[src/assert_macros.svh]
// Assertion helpers used by the logger top RTL file.
`ifndef ASSERT_MACROS_SVH
`define ASSERT_MACROS_SVH

// Check a property on every rising clock edge outside reset.
`define ASSERT_ALWAYS(label, prop, msg) \
  label: assert property (@(posedge clk) disable iff (rst) (prop)) else $error(msg);

// Check that a condition implies a consequence in the following cycle.
`define ASSERT_NEXT(label, ante, cons, msg) \
  label: assert property (@(posedge clk) disable iff (rst) (ante) |=> (cons)) \
    else $error(msg);

`endif

[src/ttlog_pkg.sv]
`default_nettype none

package ttlog_pkg;

  // Input command codes
  localparam logic [1:0] CMD_TICK   = 2'd0;
  localparam logic [1:0] CMD_BYTE   = 2'd1;
  localparam logic [1:0] CMD_COMMIT = 2'd2;
  localparam logic [1:0] CMD_DUMP   = 2'd3;

  // Digit entry modes
  localparam logic [1:0] MODE_NONE   = 2'd0;
  localparam logic [1:0] MODE_PERIOD = 2'd1;
  localparam logic [1:0] MODE_CLOCK  = 2'd2;

  // Result kinds
  localparam logic KIND_ECHO  = 1'b0;
  localparam logic KIND_ENTRY = 1'b1;

  // Serial characters
  localparam logic [7:0] CHAR_D    = 8'h64;
  localparam logic [7:0] CHAR_G    = 8'h67;
  localparam logic [7:0] CHAR_LF   = 8'h0A;
  localparam logic [7:0] CHAR_CR   = 8'h0D;
  localparam logic [7:0] CHAR_ZERO = 8'h30;

  // Time base
  localparam logic [9:0]  MS_LAST      = 10'd999;
  localparam logic [41:0] MS_PER_SEC   = 42'd1000;
  localparam logic [41:0] PERIOD_RESET = 42'd1000;

  // Conversion constants: degrees = trunc((raw*2500 - 254976) / 5120)
  localparam logic [21:0]        CONV_GAIN   = 22'd2500;
  localparam logic signed [22:0] CONV_OFFSET = 23'sd254976;
  localparam logic [27:0]        RECIP_FIVE  = 28'd52429;

  typedef struct packed {
    logic [31:0]        seconds;
    logic signed [9:0]  temp;
  } log_entry_t;

  typedef struct packed {
    logic        neg;
    logic [11:0] mag;
  } conv_part_t;

  // First conversion step: scale, remove offset, take magnitude / 1024.
  function automatic conv_part_t conv_start(input logic [9:0] raw);
    logic [21:0]        prod;
    logic signed [22:0] num;
    logic [22:0]        mag;
    conv_part_t         res;
    prod = 22'(raw) * CONV_GAIN;
    num = $signed({1'b0, prod}) - CONV_OFFSET;
    mag = num[22] ? 23'(-num) : 23'(num);
    res.neg = num[22];
    res.mag = mag[21:10];
    return res;
  endfunction

  // Second conversion step: divide by five through the reciprocal, restore sign.
  function automatic logic signed [9:0] conv_finish(input conv_part_t part);
    logic [27:0] prod;
    logic [9:0]  q;
    prod = 28'(part.mag) * RECIP_FIVE;
    q = prod[27:18];
    return part.neg ? $signed(10'(-q)) : $signed(q);
  endfunction

endpackage

`default_nettype wire

[src/ttlog_ram.sv]
`default_nettype none

module ttlog_ram #(
  parameter int WIDTH = 42,
  parameter int DEPTH = 64
) (
  input  wire logic                                  clk,
  input  wire logic                                  we,
  input  wire logic [((DEPTH > 1) ? $clog2(DEPTH) : 1)-1:0] waddr,
  input  wire logic [WIDTH-1:0]                      wdata,
  input  wire logic [((DEPTH > 1) ? $clog2(DEPTH) : 1)-1:0] raddr,
  output logic      [WIDTH-1:0]                      rdata
);

  logic [WIDTH-1:0] mem [DEPTH];

  // Write port and registered read port
  always_ff @(posedge clk) begin
    if (we) begin
      mem[waddr] <= wdata;
    end
    rdata <= mem[raddr];
  end

endmodule

`default_nettype wire

[src/timestamped_temperature_logger_top.sv]
// Timestamped temperature logger.
// Input channel (in_valid/in_ready): command with sample and rx_byte. A tick
// advances the millisecond uptime and, when the sampling period has run out and
// the log is not full, converts sample to degrees and logs it with the uptime in
// seconds. A serial byte is echoed and feeds the mode/digit entry; commit applies
// the digits as period or clock; dump sends every log entry, oldest first, and
// empties the log.
// Output channel (out_valid/out_ready): one registered result slot.
// A tick without a sample and a period commit are handled in the idle state; a
// tick that logs passes two conversion stages, CONV_A and then CONV_B, which
// writes the log. An echo shows up the cycle after its transaction. A clock
// commit walks the log through the single-port-read log memory. A dump reads
// each entry in DUMP_RD and loads it into the free output slot in DUMP_LD.
// Input is taken only outside reset, when no command is in progress and the output
// slot is free or being emptied, so a receiver stall holds both the result and the
// input side.
// Reset (synchronous) empties the log, clears uptime and digits, and sets the
// period to 1000 ms; the log memory itself is not cleared.
`default_nettype none

`include "assert_macros.svh"

module timestamped_temperature_logger_top #(
  parameter int LOG_DEPTH  = 64,
  parameter int MAX_DIGITS = 10
) (
  input  wire logic              clk,
  input  wire logic              rst,
  input  wire logic              in_valid,
  output logic                   in_ready,
  input  wire logic [1:0]        command,
  input  wire logic [9:0]        sample,
  input  wire logic [7:0]        rx_byte,
  output logic                   out_valid,
  input  wire logic              out_ready,
  output logic                   kind,
  output logic [7:0]             echo_byte,
  output logic [31:0]            entry_seconds,
  output logic signed [9:0]      entry_temp,
  output logic                   last
);

  localparam int AW = (LOG_DEPTH > 1) ? $clog2(LOG_DEPTH) : 1;
  localparam int CW = $clog2(LOG_DEPTH + 1);
  localparam logic [CW-1:0] FULL = CW'(LOG_DEPTH);
  localparam logic [3:0] DIGIT_LIMIT = 4'(MAX_DIGITS);

  localparam logic [2:0] ST_IDLE    = 3'd0;
  localparam logic [2:0] ST_CONV_A  = 3'd1;
  localparam logic [2:0] ST_CONV_B  = 3'd2;
  localparam logic [2:0] ST_COMMIT  = 3'd3;
  localparam logic [2:0] ST_DUMP_RD = 3'd4;
  localparam logic [2:0] ST_DUMP_LD = 3'd5;

  logic [2:0]    state;
  logic [CW-1:0] fill_count;
  logic [31:0]   ms_since_sample;
  logic [31:0]   uptime_sec;
  logic [9:0]    uptime_frac;
  logic [41:0]   period_ms;
  logic [31:0]   digit_value;
  logic [3:0]    digit_count;
  logic [1:0]    entry_mode;
  logic [CW-1:0] idx;
  logic          rd_pend;
  logic [AW-1:0] rd_idx;
  logic [31:0]   offset;
  logic [9:0]    pend_raw;
  logic [31:0]   pend_secs;
  ttlog_pkg::conv_part_t conv_part;

  logic          in_accept;
  logic          out_free;
  logic [31:0]   sec_next;
  logic [31:0]   since_next;
  logic          sample_due;
  logic          digit_wrap;
  logic [31:0]   digit_base;
  logic [7:0]    digit;
  logic [CW-1:0] idx_inc;

  logic                  ram_we;
  logic [AW-1:0]         ram_waddr;
  ttlog_pkg::log_entry_t ram_wdata;
  ttlog_pkg::log_entry_t ram_rdata;

  // Handshake
  assign out_free  = !out_valid || out_ready;
  assign in_ready  = !rst && (state == ST_IDLE) && out_free;
  assign in_accept = in_valid && in_ready;

  // Tick arithmetic
  assign sec_next   = uptime_sec + 32'(uptime_frac == ttlog_pkg::MS_LAST);
  assign since_next = ms_since_sample + 32'd1;
  assign sample_due = period_ms <= {10'd0, since_next};

  // Digit accumulation
  assign digit_wrap = digit_count >= DIGIT_LIMIT;
  assign digit_base = digit_wrap ? 32'd0 : digit_value;
  assign digit      = rx_byte - ttlog_pkg::CHAR_ZERO;

  assign idx_inc = idx + CW'(1);

  // Log memory write source: new sample or clock shift write-back
  always_comb begin
    ram_we            = 1'b0;
    ram_waddr         = fill_count[AW-1:0];
    ram_wdata.seconds = pend_secs;
    ram_wdata.temp    = ttlog_pkg::conv_finish(conv_part);
    if (state == ST_CONV_B) begin
      ram_we = 1'b1;
    end else if (state == ST_COMMIT && rd_pend) begin
      ram_we            = 1'b1;
      ram_waddr         = rd_idx;
      ram_wdata.temp    = ram_rdata.temp;
      ram_wdata.seconds = (ram_rdata.seconds != 32'd0) ?
                          ram_rdata.seconds + offset : ram_rdata.seconds;
    end
  end

  ttlog_ram #(
    .WIDTH($bits(ttlog_pkg::log_entry_t)),
    .DEPTH(LOG_DEPTH)
  ) u_log_ram (
    .clk  (clk),
    .we   (ram_we),
    .waddr(ram_waddr),
    .wdata(ram_wdata),
    .raddr(idx[AW-1:0]),
    .rdata(ram_rdata)
  );

  // Payload registers
  always_ff @(posedge clk) begin
    if (state == ST_IDLE && in_accept && command == ttlog_pkg::CMD_TICK) begin
      pend_raw  <= sample;
      pend_secs <= sec_next;
    end
    if (state == ST_CONV_A) begin
      conv_part <= ttlog_pkg::conv_start(pend_raw);
    end
    if (state == ST_IDLE && in_accept && command == ttlog_pkg::CMD_COMMIT) begin
      offset <= digit_value - uptime_sec;
    end
    if (state == ST_COMMIT) begin
      rd_idx <= idx[AW-1:0];
    end
  end

  // Control, counters and output slot
  always_ff @(posedge clk) begin
    if (rst) begin
      state           <= ST_IDLE;
      fill_count      <= '0;
      ms_since_sample <= '0;
      uptime_sec      <= '0;
      uptime_frac     <= '0;
      period_ms       <= ttlog_pkg::PERIOD_RESET;
      digit_value     <= '0;
      digit_count     <= '0;
      entry_mode      <= ttlog_pkg::MODE_NONE;
      idx             <= '0;
      rd_pend         <= 1'b0;
      out_valid       <= 1'b0;
      kind            <= 1'b0;
      echo_byte       <= '0;
      entry_seconds   <= '0;
      entry_temp      <= '0;
      last            <= 1'b0;
    end else begin
      // Drop the result once taken
      if (out_valid && out_ready) begin
        out_valid <= 1'b0;
      end
      unique case (state)
        ST_IDLE: begin
          if (in_accept) begin
            unique case (command)
              ttlog_pkg::CMD_TICK: begin
                uptime_sec  <= sec_next;
                uptime_frac <= (uptime_frac == ttlog_pkg::MS_LAST) ?
                               10'd0 : uptime_frac + 10'd1;
                if (sample_due) begin
                  ms_since_sample <= '0;
                  if (fill_count < FULL) begin
                    state <= ST_CONV_A;
                  end
                end else begin
                  ms_since_sample <= since_next;
                end
              end
              ttlog_pkg::CMD_BYTE: begin
                out_valid     <= 1'b1;
                kind          <= ttlog_pkg::KIND_ECHO;
                echo_byte     <= rx_byte;
                entry_seconds <= '0;
                entry_temp    <= '0;
                last          <= 1'b1;
                if (rx_byte == ttlog_pkg::CHAR_D) begin
                  entry_mode <= ttlog_pkg::MODE_PERIOD;
                end else if (rx_byte == ttlog_pkg::CHAR_G) begin
                  entry_mode <= ttlog_pkg::MODE_CLOCK;
                end else if (rx_byte != ttlog_pkg::CHAR_LF &&
                             rx_byte != ttlog_pkg::CHAR_CR) begin
                  digit_value <= {digit_base[28:0], 3'b000} + {digit_base[30:0], 1'b0}
                                 + 32'(digit);
                  digit_count <= (digit_wrap ? 4'd0 : digit_count) + 4'd1;
                end
              end
              ttlog_pkg::CMD_COMMIT: begin
                if (entry_mode == ttlog_pkg::MODE_CLOCK) begin
                  uptime_sec  <= digit_value;
                  uptime_frac <= '0;
                  idx         <= '0;
                  rd_pend     <= 1'b0;
                  state       <= ST_COMMIT;
                end else if (entry_mode == ttlog_pkg::MODE_PERIOD) begin
                  period_ms <= 42'(42'(digit_value) * ttlog_pkg::MS_PER_SEC);
                end
                entry_mode  <= ttlog_pkg::MODE_NONE;
                digit_value <= '0;
                digit_count <= '0;
              end
              ttlog_pkg::CMD_DUMP: begin
                if (fill_count != '0) begin
                  idx   <= '0;
                  state <= ST_DUMP_RD;
                end
              end
              default: begin
              end
            endcase
          end
        end
        ST_CONV_A: begin
          state <= ST_CONV_B;
        end
        ST_CONV_B: begin
          fill_count <= fill_count + CW'(1);
          state      <= ST_IDLE;
        end
        ST_COMMIT: begin
          // Read one entry per cycle, write it back the cycle after
          if (idx < fill_count) begin
            idx     <= idx_inc;
            rd_pend <= 1'b1;
          end else begin
            rd_pend <= 1'b0;
            if (!rd_pend) begin
              state <= ST_IDLE;
            end
          end
        end
        ST_DUMP_RD: begin
          state <= ST_DUMP_LD;
        end
        ST_DUMP_LD: begin
          if (out_free) begin
            out_valid     <= 1'b1;
            kind          <= ttlog_pkg::KIND_ENTRY;
            echo_byte     <= '0;
            entry_seconds <= ram_rdata.seconds;
            entry_temp    <= ram_rdata.temp;
            last          <= (idx_inc == fill_count);
            if (idx_inc == fill_count) begin
              fill_count <= '0;
              state      <= ST_IDLE;
            end else begin
              idx   <= idx_inc;
              state <= ST_DUMP_RD;
            end
          end
        end
        default: begin
          state <= ST_IDLE;
        end
      endcase
    end
  end

  // Checks
  `ASSERT_ALWAYS(a_fill_bound, fill_count <= FULL, "log fill count above depth")
  `ASSERT_ALWAYS(a_digit_bound, digit_count <= DIGIT_LIMIT, "digit count above limit")
  `ASSERT_ALWAYS(a_write_state, !ram_we || state == ST_CONV_B || state == ST_COMMIT,
    "log write outside sample or clock shift")
  `ASSERT_NEXT(a_dump_start,
    in_accept && command == ttlog_pkg::CMD_DUMP && fill_count != '0,
    state == ST_DUMP_RD, "dump of a filled log did not start")
  `ASSERT_NEXT(a_dump_empty, state == ST_DUMP_LD && out_free && idx_inc == fill_count,
    fill_count == '0 && out_valid && last, "dump did not end with last entry and empty log")

endmodule

`default_nettype wire

[config.mk]
export PLATFORM = sky130hd
export DESIGN_NAME = timestamped_temperature_logger_top
export DESIGN_NICKNAME = d
export VERILOG_FILES = /design/src/ttlog_pkg.sv /design/src/ttlog_ram.sv /design/src/timestamped_temperature_logger_top.sv
export VERILOG_INCLUDE_DIRS = /design/src /design/src/src
export SDC_FILE = /design/constraint.sdc
export NUM_CORES = 2
export LEC_CHECK = 0
export ABC_CLOCK_PERIOD_IN_PS = 7750
export BUFFER_PORTS_ARGS = -buffer_cell sky130_fd_sc_hd__buf_2
export CELL_PAD_IN_SITES_DETAIL_PLACEMENT = 1
export CELL_PAD_IN_SITES_GLOBAL_PLACEMENT = 1
export CORE_MARGIN = 3
export CORE_UTILIZATION = 50
export DETAILED_ROUTE_END_ITERATION = 8
export PLACE_DENSITY_LB_ADDON = 0.2
export SYNTH_ARGS = -nofsm -noshare
export SYNTH_HDL_FRONTEND = slang
export SYNTH_SLANG_ARGS = --single-unit
[constraint.sdc]
create_clock -name clk -period 7.75 [get_ports clk]
set_input_delay 0.3875 -clock clk [delete_from_list [all_inputs] [get_ports clk]]
set_output_delay 0.3875 -clock clk [all_outputs]
set_load 0.05 [all_outputs]
# Word-level counts from Yosys, hierarchy flattened
# Memory sizes are Yosys's and may differ from the RTL's. A register that Yosys moved wholly into a read port is not among the register bits.
# Cells that the tools add are included.
[totals]
register_bits = 315
ram_bits = 2688
input_bits = 24
out_inout_bits = 54
mem_count = 1
[memory_table]
columns = ["memory", "depth", "width", "rd", "rd_ports_with_merged_regs", "write_ports", "line", "text"]
rows = [
  ["u_log_ram.mem", 64, 42, 1, 1, 1, "ttlog_ram.sv:15", "logic [WIDTH-1:0] mem [DEPTH];"],
]
[classes]
add_sub_neg = 14
mul = 3
n_lt_le_gt_ge = 4
n_eq_ne = 37
mux = 82
bitwise_logic = 1
reduce_logical = 32
[ops]
columns = ["op", "n"]
rows = [
  ["two-way mux 32 bit", 9],
  ["case mux 32 bit (2 select lines)", 3],
  ["two-way mux 42 bit", 2],
  ["adder 32 bit", 2],
  ["two-way mux 10 bit", 6],
  ["two-way mux 7 bit", 8],
  ["<= comparator 42 x 32 -> 1 bit", 1],
  ["case mux 10 bit (2 select lines)", 2],
  ["multiplier 32 x 7 -> 39 bit, second input constant", 1],
  ["adder 32 x 1 -> 32 bit", 1],
  ["adder 32 x 1 -> 32 bit, second input constant", 1],
  ["adder 32 x 8 -> 32 bit", 1],
  ["nonzero test 32 bit", 1],
  ["subtractor 32 bit", 1],
  ["two-way mux 31 bit", 1],
  ["multiplier 12 x 16 -> 28 bit, second input constant", 1],
  ["case mux 7 bit (2 select lines)", 2],
  ["two-way mux 3 bit", 9],
  ["two-way mux 8 bit", 3],
  ["subtractor 22 x 18 -> 23 bit, second input constant", 1],
  ["two-way mux 22 bit", 1],
  ["negator 22 bit", 1],
  ["case mux 7 bit (3 select lines)", 1],
  ["multiplier 10 x 10 -> 20 bit, second input constant", 1],
  ["other kinds (48)", 113],
]

# Longest topological paths before layout
[logic_depth]
word_depth = 8
mapped_depth = 23
ltp_nobuf = 23

# Hierarchy
# Synthesis repeated with hierarchy kept, for this count alone.
[unflattened]
cells_unflattened = 7708
hier_area_um2 = 132074.2
[by_module_without_submodules]
columns = ["module", "instances", "cells_per_inst", "area_per_inst_um2", "seq_area_each_um2"]
rows = [
  ["ttlog_ram", 1, 4448, 102965.0, 81558.2],
  ["timestamped_temperature_logger_top", 1, 3260, 29109.2, 7236.9],
]

# Worst setup path before layout
# Ideal clock, no wire load.
[synth_path]
path_kind = "register to register"
start = "register conv_part[6] in the netlist's numbering"
end = "memory u_log_ram.mem[0][4], data pin"
setup_ns = 0.702
arrival_ns = 7.517
setup_slack_ns = -0.469
stages_incl_launch_ff = 24
path_buffers = 0
cell_sequence = "edfxtp_1 -> ha_1 -> inv_1 -> fa_1 -> fa_1 -> inv_1 -> fa_1 -> inv_1 -> fa_1 -> inv_1 -> ha_1 -> nand3_1 -> nor3_1 -> a22o_4 -> a21oi_1 -> o21bai_1 -> xor2_1 -> inv_1 -> ha_1 -> nand4bb_1 -> a21boi_0 -> a311oi_1 -> xor2_1 -> o21ai_0"
[synth_rtl]
columns = ["item", "line", "text"]
rows = [
  ["start: declaration", "timestamped_temperature_logger_top.sv:70", "ttlog_pkg::conv_part_t conv_part;"],
  ["start signal: assignment", "timestamped_temperature_logger_top.sv:140", "conv_part <= ttlog_pkg::conv_start(pend_raw);"],
  ["end: declaration", "ttlog_ram.sv:15", ""],
]

==> reports/qor.yml <==
yosys:
  synthArstFlopShare_pct: 0
  seq_area_frac_synth_pct: 67.1
  syn_area_per_cell_um2: 18.0
  yosysWarnings: 0
  synthTopCellsByCount: "edfxtp_1, mux4_2, inv_1"
  synth.most_common_cell: "edfxtp_1"
  ys_ff_latch: 3045
  synth_top_family_by_area: "multiplexers"
  synthMuxAreaShare_pct: 15.1
  synth_compound_area_share_pct: 3.70
  synth_edf_count: 2781
  post_synth_inst_count: 7353
  yosysTopAreaCell: "edfxtp_1"
  synth_fa_ha_area_share_pct: 6.42
  synth_top_area_share_pct: 63.1
  syn_nets: 7945
  netlist_area_um2: 132000
  yosys.cell_types.count: 90
  yosys-top-cells-area: "edfxtp_1, mux4_2, dfxtp_1, ha_1, fa_1"
  ys.flop_type: "edfxtp_1"
  synth-xor-area-share_pct: 1.64
  yosys.area_share.simple_pct: 3.96
worst_setup_path:
  cp_max_fo: 64
  crit_slowest_cell: "fa_1"
  crit_path_cell_trace: "ha_1 > inv_1 > fa_1 > fa_1 > inv_1 > fa_1 > inv_1 > fa_1 > inv_1 > ha_1 > nand3_1 > nor3_1 > a22o_4 > a21oi_1 > o21bai_1 > xor2_1 > inv_1 > ha_1 > nand4bb_1 > a21boi_0 > a311oi_1 > xor2_1 > o21ai_4 > buf_4"
  crit_buf_inv: 6
  r2r_setup_slack_ns: 0.88
  r2r_end: "u_log_ram.mem[56][4]$_DFFE_PP_"
  arrival_ns: 7.50
  path_class: "register to register"
  cp.required_ns: 8.38
  max_stage_delay_ns: 0.57
  crit_family: "adder cells"
  reg2reg_from: "conv_part[6]$_DFFE_PP_"
  critPathLaunchType: "register"
  cpMostUsedCell: "inv_1"
  ff2ff_path_depth: 24
  cp-end-kind: "register"
routing:
  vias: 72000
  drc: 0
  dr.pass1.iters: 6
  drt_iter0_markers: 8616
  wl_per_cell_um: 32.7
  drt-vias-per-instance: 6.30
  ant_nets: 0
  routed_wl_um: 373000
cts:
  cts_setup_buffers: 0
  clock_latency_ns: 0.93
  clk_pin_slew_ns: 0.06
  cts_resized: 0
  cts_tree: "yes"
  cts.htree.levels: 5
  cts.sinks: 3045
  cts_inserted_buffers: 320
  root_buffer: "clkbuf_16"
  cts_buffer_depth: 4
sta:
  fin_crit_sh_pct: 88.6
  min_period_ns: 6.87
  slew_headroom_pct: 14.2
  hold_viol_final: 0
  worstMarginPinSlew_ns: 1.29
  finalSetupTns_ns: 0
  fin_worst_skew_ns: 0.0765
  slew_violations: 0
  setup_viol: 0
  timing.fmax_mhz: 146
  rsz0062_at_grt: "no"
  worst_hold_slack_ns: 0.148
grt:
  antenna_found_initial: 17
  grt_usage_pct: 27.7
  globalRoute.totalOverflow: 0
  grt_pass1_vias: 75200
  grt_max_degree: 126
  grt_pass1_wl_um: 543000
floorplan:
  die_y_um: 520
  core-area_um2: 263000
  start_util_pct: 50.4
  dieWidth_um: 520
  io-pin-count: 78
  die-area_um2: 271000
  std_cell_rows: 188
final_layout:
  multiInputGateArea_um2: 41600
  post-route-util_pct: 56.7
  register_area_um2: 88800
  syn2layout_area_growth_pct: 12.6
  nFillCells: 23300
  fin_nets: 8240
  drive_gt1_share_pct: 22.4
worst_hold_path:
  min-delay-start: "command[0]"
  whs_endpoint: "state[1]$_SDFFE_PP0P_"
  worstHoldPathType: "input port to register"
  holdPathStages: 3
outcome:
  status: "finished clean"
pwr:
  powerDensity_nw_per_um2: 368
  vdd_ir_drop_max_mv: 1.37
  leakage_uw: 0.0492
run:
  max-cap-violations: 0
placement:
  gp_congestion: 0.819
  io_buffers: 77
  post-dp-hpwl_um: 220000
==> repair_timing <==
action | 4_1_cts | 5_1_grt
endpoints found under the hold margin | 50 | 0
hold buffers | 22 | 0
setup endpoints to repair | 0 | 0
==> where the power goes <==
| part | internal (uW) | total (uW) | switching (uW) |
|---|---|---|---|
| sequential | 25400 | 25500 | 130 |
| combinational | 3520 | 14000 | 10500 |
| clock | 8720 | 15300 | 6580 |
| total | 37600 | 54800 | 17200 |
==> per-layer routing <==
| metal | global-route usage, % | share of wire, % | vias to the layer above | routed length [um] |
|---|---|---|---|---|
| li1 | - | - | 29700 | - |
| met1 | 38.8 | 40 | 38400 | 149000 |
| met2 | 45.4 | 49 | 3281 | 183000 |
| met3 | 3.70 | 7.6 | 604 | 28200 |
| met4 | 8.99 | 3.5 | 4 | 13200 |
| met5 | 0 | 0.0072 | - | 27 |
==> area by class of cell <==
class                           instances  share of cell area (%)
Inverter                              391                   0.985
Clock inverter                        165                    1.23
Timing Repair Buffer                  293                    1.61
Tap cell                             3515                    2.95
Sequential cell                      3045                    59.6
Multi-Input combinational cell       3597                    27.9
Clock buffer                          416                    5.74
Antenna cell                            5                 0.00840
==> through the flow <==
stage          instances  total power [uW]  setup WS (ns)  area, um^2
6_report           11400             54800          0.884      149000
5_1_grt            11400             56400          0.620      149000
4_1_cts            11400             55200          0.944      149000
3_5_place_dp       10800             39900          0.943      138000
3_3_place_gp       10800             40100           1.05      138000
2_1_floorplan       7353             28100         0.0873      132000
==> cells by family (layout without fill, tap and decap cells) <==
family	Yosys count	in the layout
mux	918	918
other cells	0	5
xor+xnor	248	248
buf+inv	711	1265
fa+ha+maj	568	568
flops	3045	3045
compound gates	758	758
simple gates	1105	1105
==> worst max path at each step <==
stage,startpoint,to,slack (ns),cells after the start
floorplan,conv_part[6]$_DFFE_PP_,u_log_ram.mem[0][3]$_DFFE_PP_,0.09,16
global placement,conv_part[6]$_DFFE_PP_,u_log_ram.mem[60][4]$_DFFE_PP_,1.05,24
detailed placement,conv_part[6]$_DFFE_PP_,u_log_ram.mem[45][4]$_DFFE_PP_,0.94,24
CTS,conv_part[6]$_DFFE_PP_,u_log_ram.mem[35][4]$_DFFE_PP_,0.94,24
global route,conv_part[6]$_DFFE_PP_,u_log_ram.mem[43][4]$_DFFE_PP_,0.62,24
finish,conv_part[6]$_DFFE_PP_,u_log_ram.mem[56][4]$_DFFE_PP_,0.88,24
==> worst min-delay path, delay by kind of cell <==
| family | cells | cell delay, ns |
|---|---|---|
| AOI/OAI and AO/OA | 2 | 0.36 |
| buffers and inverters | 1 | 0.23 |
==> registers in the layout (all words and copies together) (netlist names), 13 cells and up <==
register         cells
pend_secs           32
digit_value         32
uptime_sec          32
offset              32
entry_seconds       32
conv_part           13
u_log_ram.rdata     42
u_log_ram.mem     2688
period_ms           39
ms_since_sample     32
==> cells in the final DEF, fill, tap and decap left out, types with 26 or more instances in the layout <==
cell type and instances:
nor2_4 66, clkinv_1 46, or3_1 30, mux4_2 861, mux2i_1 35, buf_2 76
a21oi_1 269, o21ai_0 112, and2_1 36, nor2_1 204, o21a_1 26, ha_1 383
nand4_1 27, xnor2_1 166, edfxtp_1 2781, dfxtp_1 258, buf_12 26, nor2b_1 34
a21o_1 82, clkinv_2 50, nand2_1 328, nor3_1 94, buf_4 168, xor2_1 82
nand3_1 147, clkbuf_16 322, fa_1 185, and3_1 32, inv_1 390, clkbuf_1 79
Note: power is estimated with default switching activity, not from simulation.
